===== config.mk =====
export PLATFORM = sky130hd
export DESIGN_NAME = avi_audio_header_scan_unit
export DESIGN_NICKNAME = d
export VERILOG_FILES = /design/src/sv/aahs_pkg.sv /design/src/sv/avi_audio_header_scan_unit.sv /design/src/sv/aahs_scan.sv /design/src/sv/aahs_out_buf.sv
export SDC_FILE = /design/constraint.sdc
export NUM_CORES = 1
export LEC_CHECK = 0
export ABC_AREA = 1
export BUFFER_PORTS_ARGS = -buffer_cell sky130_fd_sc_hd__buf_2
export CAP_MARGIN = 20
export CORE_MARGIN = 2
export CORE_UTILIZATION = 30
export DETAILED_ROUTE_END_ITERATION = 10
export SKIP_LAST_GASP = 1
export SLEW_MARGIN = 20
export SYNTH_ARGS = -nofsm -noshare
export SYNTH_HDL_FRONTEND = slang
export SYNTH_SLANG_ARGS = --single-unit

===== constraint.sdc =====
create_clock -name clk -period 6.09 [get_ports clk]
set_input_delay 0.609 -clock clk [delete_from_list [all_inputs] [get_ports clk]]
set_output_delay 0.609 -clock clk [all_outputs]
set_load 0.01 [all_outputs]

===== src/sv/aahs_pkg.sv =====
package aahs_pkg;

  localparam logic [15:0] SCAN_LIMIT_RESET = 16'h1200;

  // match phase codes
  localparam logic [4:0] PH_SIG      = 5'd0;
  localparam logic [4:0] PH_SIG_END  = 5'd5;
  localparam logic [4:0] PH_SKIP_A   = 5'd6;
  localparam logic [4:0] PH_AUDS     = 5'd7;
  localparam logic [4:0] PH_AUDS_END = 5'd11;
  localparam logic [4:0] PH_SKIP_B   = 5'd12;
  localparam logic [4:0] PH_RATE     = 5'd13;
  localparam logic [4:0] PH_RATE_END = 5'd16;
  localparam logic [4:0] PH_SKIP_C   = 5'd17;
  localparam logic [4:0] PH_ALIGN    = 5'd18;
  localparam logic [4:0] PH_SKIP_D   = 5'd19;
  localparam logic [4:0] PH_CHAN     = 5'd20;
  localparam logic [4:0] PH_DONE     = 5'd21;

  localparam logic [4:0] SKIP_A_LEN = 5'd14;
  localparam logic [4:0] SKIP_B_LEN = 5'd19;
  localparam logic [4:0] SKIP_C_LEN = 5'd16;
  localparam logic [4:0] SKIP_D_LEN = 5'd21;

  typedef struct packed {
    logic [31:0] audio_rate;
    logic [7:0]  block_align;
    logic [7:0]  channel_count;
    logic        audio_ok;
  } aahs_result_t;

  // "LIST",0x7c,0x10
  function automatic logic [7:0] list_byte(input logic [2:0] idx);
    logic [7:0] b;
    case (idx)
      3'd0: b = 8'h4c;
      3'd1: b = 8'h49;
      3'd2: b = 8'h53;
      3'd3: b = 8'h54;
      3'd4: b = 8'h7c;
      3'd5: b = 8'h10;
      default: b = 8'h00;
    endcase
    return b;
  endfunction

  // "auds",0x01
  function automatic logic [7:0] auds_byte(input logic [2:0] idx);
    logic [7:0] b;
    case (idx)
      3'd0: b = 8'h61;
      3'd1: b = 8'h75;
      3'd2: b = 8'h64;
      3'd3: b = 8'h73;
      3'd4: b = 8'h01;
      default: b = 8'h00;
    endcase
    return b;
  endfunction

  function automatic logic [4:0] skip_len(input logic [4:0] phase);
    logic [4:0] n;
    case (phase)
      PH_SKIP_A: n = SKIP_A_LEN;
      PH_SKIP_B: n = SKIP_B_LEN;
      PH_SKIP_C: n = SKIP_C_LEN;
      default:   n = SKIP_D_LEN;
    endcase
    return n;
  endfunction

endpackage


===== src/sv/avi_audio_header_scan_unit.sv =====
// channel   signals                                      direction
// in        in_valid in_ready byte_value end_of_file     request in
// out       out_valid out_ready audio_rate block_align   result out
//           channel_count audio_ok
// cfg       cfg_we cfg_wdata (scan_limit)                write, no wait
//
// one byte per cycle while in_ready is high; the match state updates in the
// cycle the byte is taken; a two-entry result buffer drives out_valid
// in_ready drops only while both buffer entries hold untaken results
// rst is synchronous: scan_limit returns to 0x1200 and the scan to its start
module avi_audio_header_scan_unit (
  input  logic        clk,
  input  logic        rst,
  input  logic        in_valid,
  output logic        in_ready,
  input  logic [7:0]  byte_value,
  input  logic        end_of_file,
  output logic        out_valid,
  input  logic        out_ready,
  output logic [31:0] audio_rate,
  output logic [7:0]  block_align,
  output logic [7:0]  channel_count,
  output logic        audio_ok,
  input  logic        cfg_we,
  input  logic [15:0] cfg_wdata
);
  import aahs_pkg::*;

  aahs_result_t res, buf_out;
  logic         res_push, take, buf_full;

  assign in_ready = !buf_full;
  assign take     = in_valid && in_ready;

  aahs_scan u_scan (
    .clk        (clk),
    .rst        (rst),
    .cfg_we     (cfg_we),
    .cfg_wdata  (cfg_wdata),
    .take       (take),
    .byte_value (byte_value),
    .end_of_file(end_of_file),
    .res_push   (res_push),
    .res        (res)
  );

  aahs_out_buf u_buf (
    .clk       (clk),
    .rst       (rst),
    .push      (res_push),
    .din       (res),
    .pop_ready (out_ready),
    .dout_valid(out_valid),
    .dout      (buf_out),
    .full      (buf_full)
  );

  assign audio_rate    = buf_out.audio_rate;
  assign block_align   = buf_out.block_align;
  assign channel_count = buf_out.channel_count;
  assign audio_ok      = buf_out.audio_ok;

  a_reset_empty: assert property (@(posedge clk) rst |=> !out_valid)
    else $error("result pending right after reset");

  a_push_from_take: assert property (@(posedge clk) disable iff (rst)
    res_push |-> (in_valid && in_ready))
    else $error("result produced without an accepted request");

  a_push_shows: assert property (@(posedge clk) disable iff (rst)
    (res_push && !out_valid) |=> out_valid)
    else $error("result into empty buffer not presented");

  a_ok_format: assert property (@(posedge clk) disable iff (rst)
    (out_valid && audio_ok) |-> (channel_count == 8'd1 && block_align[4:0] == 5'd1))
    else $error("audio_ok set for unsupported format");

endmodule


===== src/sv/aahs_scan.sv =====
module aahs_scan (
  input  logic                  clk,
  input  logic                  rst,
  input  logic                  cfg_we,
  input  logic [15:0]           cfg_wdata,
  input  logic                  take,
  input  logic [7:0]            byte_value,
  input  logic                  end_of_file,
  output logic                  res_push,
  output aahs_pkg::aahs_result_t res
);
  import aahs_pkg::*;

  logic [15:0] scan_limit;
  logic [4:0]  match_phase, match_phase_next;
  logic [4:0]  skip_count, skip_count_next;
  logic [15:0] byte_position, byte_position_next;
  logic [31:0] rate_value, rate_value_next;
  logic [7:0]  align_value, align_value_next;
  logic [7:0]  channels_value, channels_value_next;

  logic [4:0]  c_phase, c_skip, ofs;
  logic [15:0] c_pos;
  logic [31:0] c_rate;
  logic [7:0]  c_align, c_chan;
  logic        finish, rewind;
  logic [31:0] r_rate;
  logic [7:0]  r_align, r_chan;
  logic        r_ok;

  // effect of one byte on the match state
  always_comb begin
    c_phase = match_phase;
    c_skip  = skip_count;
    c_rate  = rate_value;
    c_align = align_value;
    c_chan  = channels_value;
    ofs     = 5'd0;
    case (match_phase) inside
      [PH_SIG:PH_SIG_END]: begin
        c_phase = (byte_value == list_byte(match_phase[2:0])) ? match_phase + 5'd1 : PH_SIG;
      end
      PH_SKIP_A, PH_SKIP_B, PH_SKIP_C, PH_SKIP_D: begin
        c_skip = skip_count + 5'd1;
        if (c_skip >= skip_len(match_phase)) begin
          c_skip  = 5'd0;
          c_phase = match_phase + 5'd1;
        end
      end
      [PH_AUDS:PH_AUDS_END]: begin
        ofs = match_phase - PH_AUDS;
        c_phase = (byte_value == auds_byte(ofs[2:0])) ? match_phase + 5'd1 : PH_SIG;
      end
      [PH_RATE:PH_RATE_END]: begin
        ofs = match_phase - PH_RATE;
        case (ofs[1:0])
          2'd0: c_rate[7:0]   = byte_value;
          2'd1: c_rate[15:8]  = byte_value;
          2'd2: c_rate[23:16] = byte_value;
          default: c_rate[31:24] = byte_value;
        endcase
        c_phase = match_phase + 5'd1;
      end
      PH_ALIGN: begin
        c_align = byte_value;
        c_phase = PH_SKIP_D;
      end
      PH_CHAN: begin
        c_chan  = byte_value;
        c_phase = PH_SIG;
      end
      default: begin
        c_phase = PH_SIG;
        c_skip  = 5'd0;
      end
    endcase
    c_pos = (byte_position == 16'hffff) ? byte_position : byte_position + 16'd1;
  end

  always_comb begin
    match_phase_next    = match_phase;
    skip_count_next     = skip_count;
    byte_position_next  = byte_position;
    rate_value_next     = rate_value;
    align_value_next    = align_value;
    channels_value_next = channels_value;
    r_rate  = rate_value;
    r_align = align_value;
    r_chan  = channels_value;
    finish  = 1'b0;
    rewind  = 1'b0;
    if (match_phase == PH_DONE) begin
      rewind = end_of_file;
    end else if (match_phase == PH_SIG && byte_position >= scan_limit) begin
      // limit already reached: byte is dropped
      finish = 1'b1;
      rewind = end_of_file;
      match_phase_next = PH_DONE;
    end else begin
      match_phase_next    = c_phase;
      skip_count_next     = c_skip;
      byte_position_next  = c_pos;
      rate_value_next     = c_rate;
      align_value_next    = c_align;
      channels_value_next = c_chan;
      r_rate  = c_rate;
      r_align = c_align;
      r_chan  = c_chan;
      finish  = end_of_file || (c_phase == PH_SIG && c_pos >= scan_limit);
      rewind  = end_of_file;
      if (finish) match_phase_next = PH_DONE;
    end
    if (rewind) begin
      match_phase_next    = PH_SIG;
      skip_count_next     = 5'd0;
      byte_position_next  = 16'd0;
      rate_value_next     = 32'd0;
      align_value_next    = 8'd0;
      channels_value_next = 8'd0;
    end
  end

  // (align*8) mod 256 == 8 only depends on the low five bits
  assign r_ok = (r_chan == 8'd1) && (r_align[4:0] == 5'd1);

  assign res_push          = take && finish;
  assign res.audio_rate    = r_ok ? r_rate : 32'd0;
  assign res.block_align   = r_align;
  assign res.channel_count = r_chan;
  assign res.audio_ok      = r_ok;

  always_ff @(posedge clk) begin
    if (rst) begin
      scan_limit     <= SCAN_LIMIT_RESET;
      match_phase    <= PH_SIG;
      skip_count     <= 5'd0;
      byte_position  <= 16'd0;
      rate_value     <= 32'd0;
      align_value    <= 8'd0;
      channels_value <= 8'd0;
    end else begin
      if (cfg_we) scan_limit <= cfg_wdata;
      if (take) begin
        match_phase    <= match_phase_next;
        skip_count     <= skip_count_next;
        byte_position  <= byte_position_next;
        rate_value     <= rate_value_next;
        align_value    <= align_value_next;
        channels_value <= channels_value_next;
      end
    end
  end

endmodule


===== src/sv/aahs_out_buf.sv =====
module aahs_out_buf (
  input  logic                   clk,
  input  logic                   rst,
  input  logic                   push,
  input  aahs_pkg::aahs_result_t din,
  input  logic                   pop_ready,
  output logic                   dout_valid,
  output aahs_pkg::aahs_result_t dout,
  output logic                   full
);
  import aahs_pkg::*;

  aahs_result_t head, spare;
  logic [1:0]   fill;
  logic         pop;

  assign pop        = dout_valid && pop_ready;
  assign dout_valid = (fill != 2'd0);
  assign full       = (fill == 2'd2);
  assign dout       = head;

  always_ff @(posedge clk) begin
    if (rst) begin
      fill <= 2'd0;
    end else begin
      case (fill)
        2'd0: if (push) fill <= 2'd1;
        2'd1: begin
          if (push && !pop) fill <= 2'd2;
          else if (pop && !push) fill <= 2'd0;
        end
        default: if (pop) fill <= push ? 2'd2 : 2'd1;
      endcase
    end
  end

  always_ff @(posedge clk) begin
    case (fill)
      2'd0: if (push) head <= din;
      2'd1: begin
        if (push && pop) head <= din;
        else if (push) spare <= din;
      end
      default: begin
        if (pop) begin
          head  <= spare;
          if (push) spare <= din;
        end
      end
    endcase
  end

endmodule

==> impl_metrics.toml, run 1 <==
[synthesis]
ys.flop_type = "edfxtp_1"
synth_area_leaders = "edfxtp_1 29%, dfxtp_1 18%, nand2_1 16%"
syn_nets = 1375
synth_xor_area_frac = 0.0129
netlist_area_mm2 = 0.0102
synth_fa_ha_area_frac = 0.0663
synth_commonest_cells = "423 x nand2_1, 150 x inv_1, 121 x a21oi_1"
avgSynthCellArea_um2 = 7.89
synthSimpleGateAreaFrac = 0.246
ys_seq_elements = 190
ys_seq_area_frac = 0.470
synth_top_area_share = 0.289
synth-compound-area-share = 0.126
syn_inst = 1291
synth_top_family_by_area = "simple AND/OR/NAND/NOR gates"
synth.area.mux_share = 0
synth_edf_count = 98
yosysUniqueCellTypes = 42
synthArstFlopShare = 0
synth_top_cell_by_area = "edfxtp_1"
yosys_warnings = 0
synth.most_common_cell = "nand2_1"

[setup_path]
worstSetupPathType = "reg -> reg"
crit_required_ns = 6.01
cp.arrival_ns = 4.83
critPathLaunchType = "register"
critical_path_peak_fanout = 50
cp-end-kind = "register"
worstRegToRegCells = 23

[timing]
worst_pin_slew_ns = 0.880
max_freq_mhz = 204
post-route-period-util = 0.806
hold_violations = 0
slew_headroom = 0.413
skew_ns = 0.0298
rsz0062_at_grt = "false"
tns_ns = 0
setup_viol = 0
min_period_ns = 4.91
slew_viol_final = 0

[clock_network]
ctsHtreeMaxLevel = 4
cts_made_buffers = 17
cts_resized = 0
root_buffer = "clkbuf_16"
insertion_delay_ns = 0.46
cts_hold_buf = 0
cts_tree = "built"
cts_setup_buffers = 0
clk_path_buf_depth = 2
cts.sinks = 190
clkTransAtPathRegs_ns = 0.07

[global_route]
grt_max_degree = 72
grt.total_usage = 0.137
grt_pass1_vias = 7837
antenna_found_initial = 2
grt_first_pass_wirelength_um = 39100
grt_remaining_overflow = 0

[die]
pin_count = 81
row_count = 67
initial_core_util = 0.304
die-area_mm2 = 0.0354
die_width_um = 188
core_area_mm2 = 0.0334
die_height_um = 188

[flow_run]
drv_cap = 0

[drt]
totalWireLength_um = 23600
ant_nets = 0
drt-pass1-iter-count = 5
first_iter_violations = 626
route.detailed.drc = 0
wl_per_cell_um = 13.0
vias = 8285
viasPerCell = 4.57

[cells_and_area]
syn_to_final_growth_pct = 13.5
nNetsFinal = 1434
drive_gt1_frac = 0.120

[placed_design]
portBuffers = 80
gp_congestion = 0.848
post-dp-hpwl_um = 16300

[status]
outcome = "completed"

[power_and_ir_drop]
p_per_area_mw_per_mm2 = 235
total_power_uw = 2710
max-vdd-ir-drop_mv = 0.199
p_leak_uw = 0.00471

[hold_path]
min_delay_path_depth = 3
hold_class = "in -> reg"
==> final cells by class <==
cell class	count	area, um^2
Sequential cell	190	4790
Fill cell	3491	21900
Clock buffer	23	489
Clock inverter	9	72.6
Multi-Input combinational cell	899	4610
Tap cell	448	561
Inverter	155	584
Antenna cell	2	5.00
Timing Repair Buffer	87	453
==> layer usage <==
layer | track usage | up-vias | wire length (um)
met4 | 0.0527 | 2 | 602
li1 | - | 4313 | -
met2 | 0.231 | 144 | 10800
met5 | 0 | - | 14
met3 | 0.0278 | 33 | 918
met1 | 0.173 | 3793 | 11200
==> power breakdown <==
part | switching, uW | leakage (uW) | internal (uW)
combinational | 162 | 0.00283 | 69.0
clock | 516 | 0.000278 | 578
sequential | 15.4 | 0.00160 | 1370
==> cell usage in the layout (no fill, tap or decap), types with 3 or more instances in the layout <==
cell	Yosys	routed
a21o_1	3	3
a21oi_1	121	121
buf_2	6	80
buf_4	1	7
clkbuf_1	35	3
clkbuf_16	0	18
clkinv_2	1	4
dfxtp_1	92	91
edfxtp_1	98	98
ha_1	54	54
inv_1	150	149
inv_2	3	3
inv_6	0	3
nand2_1	423	423
nand2_2	4	4
nand3_1	35	35
nand4_1	8	8
nor2_1	61	59
nor2_2	13	15
nor2_4	18	18
nor3_1	12	12
nor4_1	3	3
o211ai_1	4	4
o21a_1	4	4
o21ai_0	97	97
o21ai_1	7	7
xor2_1	14	14
==> cells by family after synthesis <==
family / count (synthesis)
AND/OR/NAND/NOR: 585
buffers and inverters: 202
AO/OA/AOI/OAI: 245
flip-flops: 190
XOR/XNOR: 15
adder cells (fa/ha/maj): 54
==> final timing paths <==
kind / to / slack, ns / startpoint
setup / recovery: u_buf.spare[9]$_DFFE_PP_ / 1.18 / u_scan.byte_position[0]$_SDFFE_PP0P_
hold / removal: u_scan.scan_limit[9]$_SDFFE_PP1P_ / 0.38 / cfg_wdata[9]
setup reg to reg: u_buf.spare[9]$_DFFE_PP_ / 1.18 / u_scan.byte_position[0]$_SDFFE_PP0P_
hold reg to reg: u_scan.channels_value[2]$_SDFFE_PP0P_ / 0.46 / u_scan.channels_value[2]$_SDFFE_PP0P_
==> critical path, stage by stage, from the launching register on <==
cell and delay (ns):
dfxtp_1 0.39, ha_1 0.24, inv_1 0.07, nor4_1 0.32, nand2_1 0.11, nor2_1 0.10
inv_1 0.08, nor2_1 0.36, inv_1 0.27, nand2_1 0.13, xor2_1 0.21, ha_1 0.28
nand2_1 0.06, inv_1 0.03, o21ai_0 0.14, a21oi_1 0.08, nor2_1 0.11, o31ai_1 0.08
a31oi_1 0.21, nor2_1 0.08, nand2_1 0.06, nand2_1 0.13, nand3_1 0.13, clkinv_2 0.67
==> through the flow <==
| stage | std cells | utilization | hold WS [ns] | cell area (um^2) | setup WS, ns |
|---|---|---|---|---|---|
| 6_report | 1813 | 0.346 | 0.378 | 11600 | 1.18 |
| 5_1_grt | 1812 | 0.346 | 0.384 | 11600 | 0.542 |
| 4_1_cts | 1811 | 0.345 | 0.352 | 11600 | 1.21 |
| 3_5_place_dp | 1779 | 0.329 | 0.453 | 11000 | 1.23 |
| 3_3_place_gp | 1779 | 0.329 | 0.448 | 11000 | 1.35 |
| 2_1_floorplan | 1291 | - | 0.442 | 10200 | 0.215 |
==> state kept, by name (all words and copies together) (netlist names) <==
name	cells
u_buf.spare	49
u_scan.align_value	8
u_buf.fill	2
u_scan.match_phase	5
u_scan.channels_value	8
u_buf.dout	49
u_scan.byte_position	16
u_scan.skip_count	5
u_scan.rate_value	32
u_scan.scan_limit	16
(Power assumes the default switching activity.)
==> run 2, diff against run 1 <==
Clock period 6.09 ns to 3.94 ns, I/O delays scaled along.
==> run 2 against run 1 <==
Global-route usage grew 0.31 points. Setup slack lost 0.86 ns. Clock-buffer cell count shrank 5. Maximum frequency grew 36%. Largest cell class unchanged. Largest power group unchanged.
==> impl_metrics.toml, run 2 (synthesis gave the netlist of run 1 again) <==
[die]
row_count = 67
die_height_um = 188
initial_core_util = 0.304
die_width_um = 188
pin_count = 81
core_area_mm2 = 0.0334
die-area_mm2 = 0.0354

[setup_path]
cp-end-kind = "register"
critPathSlowestCell = "dfxtp_4"
critical_path_peak_fanout = 12
cp.arrival_ns = 3.80
crit_chain = "buf_4, ha_2, nand3_1, nand2_2, inv_1, ha_1, nand2_1, inv_1, nand4_1, nand3_2, inv_1, nand2_1, o211ai_1, o21ai_0, inv_1, nand2_1, nor2_1, nand2_1, nand2_2, nand2_2, a22oi_2, buf_6, clkbuf_16"
critPathMaxStageDelay_ns = 0.41
path_buf_inv = 7
critPathLaunchType = "register"
crit_required_ns = 4.12
path_delay_family = "simple AND/OR/NAND/NOR gates"
worstSetupPathType = "reg -> reg"

[hold_path]
hold_class = "in -> reg"

[global_route]
grtUsageMet3 = 0.0268
grt_remaining_overflow = 0
met2_usage = 0.238
use_met1 = 0.176
grt_max_degree = 71
grt.total_usage = 0.140
grt_first_pass_wirelength_um = 39600
grt_pass1_vias = 7765
gr-max-usage-layer = "met2"
antenna_found_initial = 1

[cells_and_area]
antenna_cells = 0
final_common_cell = "nand2_1"
layout_common_cells = "421 x nand2_1, 143 x inv_1, 120 x a21oi_1"
nNetsFinal = 1460
syn_to_final_growth_pct = 17.5
final.fill_count = 3460
drive_gt1_frac = 0.160

[clock_network]
cts_tree = "built"
ctsHtreeMaxLevel = 4
cts_hold_buf = 0
cts_made_buffers = 17
cts.sinks = 190
clkTransAtPathRegs_ns = 0.07
root_buffer = "clkbuf_16"
clk_path_buf_depth = 2
insertion_delay_ns = 0.47

[drt]
totalWireLength_um = 24500
first_iter_violations = 581
viasPerCell = 4.61
drt-pass1-iter-count = 5
vias = 8460
wl_per_cell_um = 13.3
route.detailed.drc = 0
ant_nets = 0

[timing]
slew_viol_final = 0
skew_ns = 0.0250
whs_ns = 0.158
rsz0062_at_grt = "true"
slew_headroom = 0.455
post-route-period-util = 0.918
min_period_ns = 3.62
setup_viol = 0
max_freq_mhz = 276
hold_violations = 0
worst_pin_slew_ns = 0.818
tns_ns = 0

[placed_design]
portBuffers = 80
post-dp-hpwl_um = 16900
gp_congestion = 0.868

[status]
outcome = "completed"

[power_and_ir_drop]
swShare = 0.260
power.share.clock = 0.411
max-vdd-ir-drop_mv = 0.304
power.internal_uw = 3180
seqPwrFrac = 0.498
p_leak_uw = 0.00491
power_frac_comb = 0.091
p_per_area_mw_per_mm2 = 359
switchingPower_uw = 1120

[flow_run]
drv_cap = 0
==> run 2: cell count changes in the layout (fill, tap and decap cells not counted), sizes merged, moves of 2 or more <==
cell / delta
diode: -2
clkbuf: -3
buf: +24
inv: +2
==> run 2: power groups by stage <==
stage	sequential, uW	clock (uW)	combinational, uW
final	2140	1760	390
after global routing	2140	1880	441
after floorplan	2200	0	228
after global placement	2190	0	368
after CTS	2140	1810	375
after detailed placement	2190	0	374
==> run 2: what timing repair did <==
action                     in CTS  in global routing
gates resized for setup         0                 25
setup endpoints to repair       0                119
buffers inserted                0                 10
==> run 2: tightest hold or removal path: stages <==
cell and delay (ns):
buf_2 0.07, a21oi_1 0.05, o21ai_0 0.06
==> run 2: worst paths after layout <==
kind / from / to / slack [ns] / cells past startpoint
setup / recovery: u_scan.match_phase[1]$_SDFFE_PP0P_ / u_buf.dout[37]$_DFFE_PP_ / 0.32 / 23
hold / removal: cfg_wdata[12] / u_scan.scan_limit[12]$_SDFFE_PP1P_ / 0.16 / 3
hold reg to reg: u_scan.rate_value[6]$_SDFFE_PP0P_ / u_scan.rate_value[6]$_SDFFE_PP0P_ / 0.47 / 2
setup reg to reg: u_scan.match_phase[1]$_SDFFE_PP0P_ / u_buf.dout[37]$_DFFE_PP_ / 0.32 / 23
==> run 2: layout make-up <==
cell class                      instances  area (um^2)  share of cell area
Clock buffer                           18          450              0.0376
Clock inverter                         14          144              0.0120
Inverter                              155          589              0.0492
Multi-Input combinational cell        899         4680               0.391
Sequential cell                       190         4810               0.402
Tap cell                              448          561              0.0468
Timing Repair Buffer                  113          728              0.0609
==> run 2: layer usage <==
metal / routed length, um / vias up / share of wire
met5: 7 / - / 0.00029
met4: 520 / 2 / 0.021
met3: 1070 / 28 / 0.044
met2: 11700 / 196 / 0.48
met1: 11200 / 3870 / 0.46
li1: - / 4364 / -
==> run 2: per-stage QoR <==
step                worst slack [ns]  cells  area (um^2)   util  power [uW]
detailed placement             0.134   1792        11200  0.334        2560
global route                 -0.0199   1837        12000  0.358        4470
CTS                            0.112   1824        11800  0.352        4330
finish                         0.322   1837        12000  0.358        4300
floorplan                     -0.459   1291        10200      -        2430
global placement               0.223   1792        11200  0.334        2560
==> run 3, diff against run 2 <==
Settings changed: ABC_AREA 1 to unset.
==> run 3 against run 2 <==
The flow now finishes with violations (negative setup slack). Clock skew fell by 0.011 ns. Sequential power barely moved. Maximum frequency fell by 10%. Largest power group unchanged.
==> impl_metrics.toml, run 3 <==
[cells_and_area]
post-route-cell-area_mm2 = 0.0122
drive_gt1_frac = 0.237
final.fill_count = 3235
final_common_cell = "nor2_1"
syn_to_final_growth_pct = 21.8
regArea_mm2 = 0.00479
layout_common_cells = "148 x nor2_1, 98 x edfxtp_1, 85 x dfxtp_1"
final_cells = 1566
antenna_cells = 0
multi_input_area_mm2 = 0.00497
nNetsFinal = 1195
utilization = 0.373

[synthesis]
synth_top_family_by_area = "compound AO/OA/AOI/OAI gates"
synth_edf_count = 98
synth_xor_area_frac = 0.0166
synth_top_cell_by_area = "edfxtp_1"
synth_top_area_share = 0.294
synth.area.mux_share = 0.0887
synth-compound-area-share = 0.155
syn_inst = 1000
syn_nets = 1084
synth_commonest_cells = "150 x nor2_1, 98 x edfxtp_1, 92 x dfxtp_1"
synthArstFlopShare = 0
yosysUniqueCellTypes = 63
synth.most_common_cell = "nor2_1"
ys_seq_elements = 190
ys_seq_area_frac = 0.478
netlist_area_mm2 = 0.0100
synth_area_leaders = "edfxtp_1 29%, dfxtp_1 18%, ha_1 6.7%"
synth_fa_ha_area_frac = 0.0675
avgSynthCellArea_um2 = 10.0
ys.flop_type = "edfxtp_1"
yosys_warnings = 0
synthSimpleGateAreaFrac = 0.153

[die]
row_count = 66
initial_core_util = 0.306
core_area_mm2 = 0.0327
die_width_um = 187
pin_count = 81
die-area_mm2 = 0.0349
die_height_um = 187

[placed_design]
post-dp-hpwl_um = 17000
dp_cells = 1512
place_area_mm2 = 0.0112
gp_congestion = 0.895
portBuffers = 80

[drt]
drt-pass1-iter-count = 5
route.detailed.drc = 0
totalWireLength_um = 25000
ant_nets = 0
viasPerCell = 4.97
wl_per_cell_um = 16.0
first_iter_violations = 537
vias = 7777

[hold_path]
hold_class = "in -> reg"

[flow_run]
drv_cap = 0

[setup_path]
r2r_end = "u_buf.dout[19]$_DFFE_PP_"
critPathSlowestCell = "a2111o_1"
critPathMaxStageDelay_ns = 0.43
critPathLaunchType = "register"
worstRegToRegCells = 19
reg2reg_slack_ns = -0.1
cp-end-kind = "register"
critical_path_peak_fanout = 5
worstSetupPathType = "reg -> reg"
cp.arrival_ns = 4.24
reg2reg_from = "u_scan.byte_position[1]$_SDFFE_PP0P_"
crit_chain = "ha_4, nand2_4, nor4_4, and3_4, buf_6, nand3_4, nor3_2, a21oi_2, ha_1, a21oi_1, nand2_1, a2111o_1, o21a_1, o2111a_2, a31oi_4, nor2_4, o22a_4, buf_12, clkbuf_16"
crit_end = "u_buf.dout[19]$_DFFE_PP_"
cp-startpoint = "u_scan.byte_position[1]$_SDFFE_PP0P_"
crit_required_ns = 4.15

[clock_network]
ctsHtreeMaxLevel = 4
clk_path_buf_depth = 2
clkTransAtPathRegs_ns = 0.07
cts_tree = "built"
cts_made_buffers = 17
cts.sinks = 190
insertion_delay_ns = 0.45
cts_hold_buf = 0
root_buffer = "clkbuf_16"

[timing]
hold_violations = 0
setup_viol = 49
skew_ns = 0.0138
worst_pin_slew_ns = 0.912
setup_slack_ns = -0.0951
slew_viol_final = 0
whs_ns = 0.185
slew_headroom = 0.392
min_period_ns = 4.04
max_freq_mhz = 248
post-route-period-util = 1.02
rsz0062_at_grt = "true"

[global_route]
grt_remaining_overflow = 0
antenna_found_initial = 1
grt_pass1_vias = 7072
grt.total_usage = 0.137
grt_first_pass_wirelength_um = 38500
grt_max_degree = 90

[status]
violations = "negative setup slack"
outcome = "complete, but fails checks"

[power_and_ir_drop]
p_leak_uw = 0.00453
p_per_area_mw_per_mm2 = 341
max-vdd-ir-drop_mv = 0.260
-- run 3: cell count changes in the layout (fill, tap and decap cells not counted), moves of 35 or more --
cell	delta
nor2_1	+94
o21ai_0	-69
nand2_1	-350
mux2i_1	+52
a22oi_1	+61
a21oi_1	-94
buf_4	+35
inv_1	-113
-- run 3: how the worst min path moves through the flow --
| stage | startpoint | cells after the start | endpoint | slack, ns |
|---|---|---|---|---|
| after floorplan | u_scan.scan_limit[10]$_SDFFE_PP0P_ | 2 | u_scan.scan_limit[10]$_SDFFE_PP0P_ | 0.46 |
| after global placement | u_scan.scan_limit[8]$_SDFFE_PP0P_ | 2 | u_scan.scan_limit[8]$_SDFFE_PP0P_ | 0.47 |
| after detailed placement | u_scan.scan_limit[7]$_SDFFE_PP0P_ | 2 | u_scan.scan_limit[7]$_SDFFE_PP0P_ | 0.48 |
| after CTS | cfg_wdata[7] | 3 | u_scan.scan_limit[7]$_SDFFE_PP0P_ | 0.17 |
| after global routing | cfg_wdata[10] | 3 | u_scan.scan_limit[10]$_SDFFE_PP0P_ | 0.18 |
| final | cfg_wdata[10] | 3 | u_scan.scan_limit[10]$_SDFFE_PP0P_ | 0.19 |
-- run 3: power by group --
group          internal, uW  switching (uW)  leakage, uW  total [uW]
Sequential             2110            15.0      0.00164        2120
Combinational           131             208      0.00262         339
Clock                   846             850     0.000275        1700
Total                  3090            1070      0.00453        4160
-- run 3: what timing repair did --
action | 4_1_cts | 5_1_grt
resized for setup | 0 | 39
setup endpoints to repair | 0 | 129
setup buffers | 0 | 12
-- run 3: through the flow --
step | worst slack [ns] | power (uW) | setup TNS [ns]
3_5_place_dp | 0.0425 | 2470 | 0
2_1_floorplan | 0.00489 | 2350 | 0
4_1_cts | 0.0130 | 4170 | 0
3_3_place_gp | 0.147 | 2470 | 0
5_1_grt | -0.290 | 4310 | -26.25
6_report | -0.0951 | 4160 | -3.55
-- run 3: cell type report --
cell class / instances / area share
clock inverters: 14 / 0.0123
multi-input cells: 712 / 0.407
repair buffers: 160 / 0.0977
inverters: 30 / 0.00923
well taps: 442 / 0.0453
clock buffers: 18 / 0.0352
flip-flops and latches: 190 / 0.393
-- run 3: kinds of logic (layout without fill, tap and decap cells) --
group	Yosys count	in the layout
simple gates	337	337
fa+ha+maj	54	54
xor+xnor	19	19
compound gates	218	218
flops	190	190
buf+inv	98	222
mux	84	84
-- run 3: routing by layer --
layer  wire length (um)  vias to the layer above  global-route usage
li1                   -                     3859                   -
met1              11600                     3721               0.181
met2              12000                      169               0.225
met3               1070                       26              0.0263
met4                342                        2              0.0403
met5                 14                        -                   0
-- run 3: critical path: cells and delay by family (launching register included) --
family / cells / cell delay, ns
simple gates: 7 / 1.04
fa+ha+maj: 2 / 0.48
flops: 1 / 0.36
buf+inv: 3 / 0.42
compound gates: 7 / 1.46
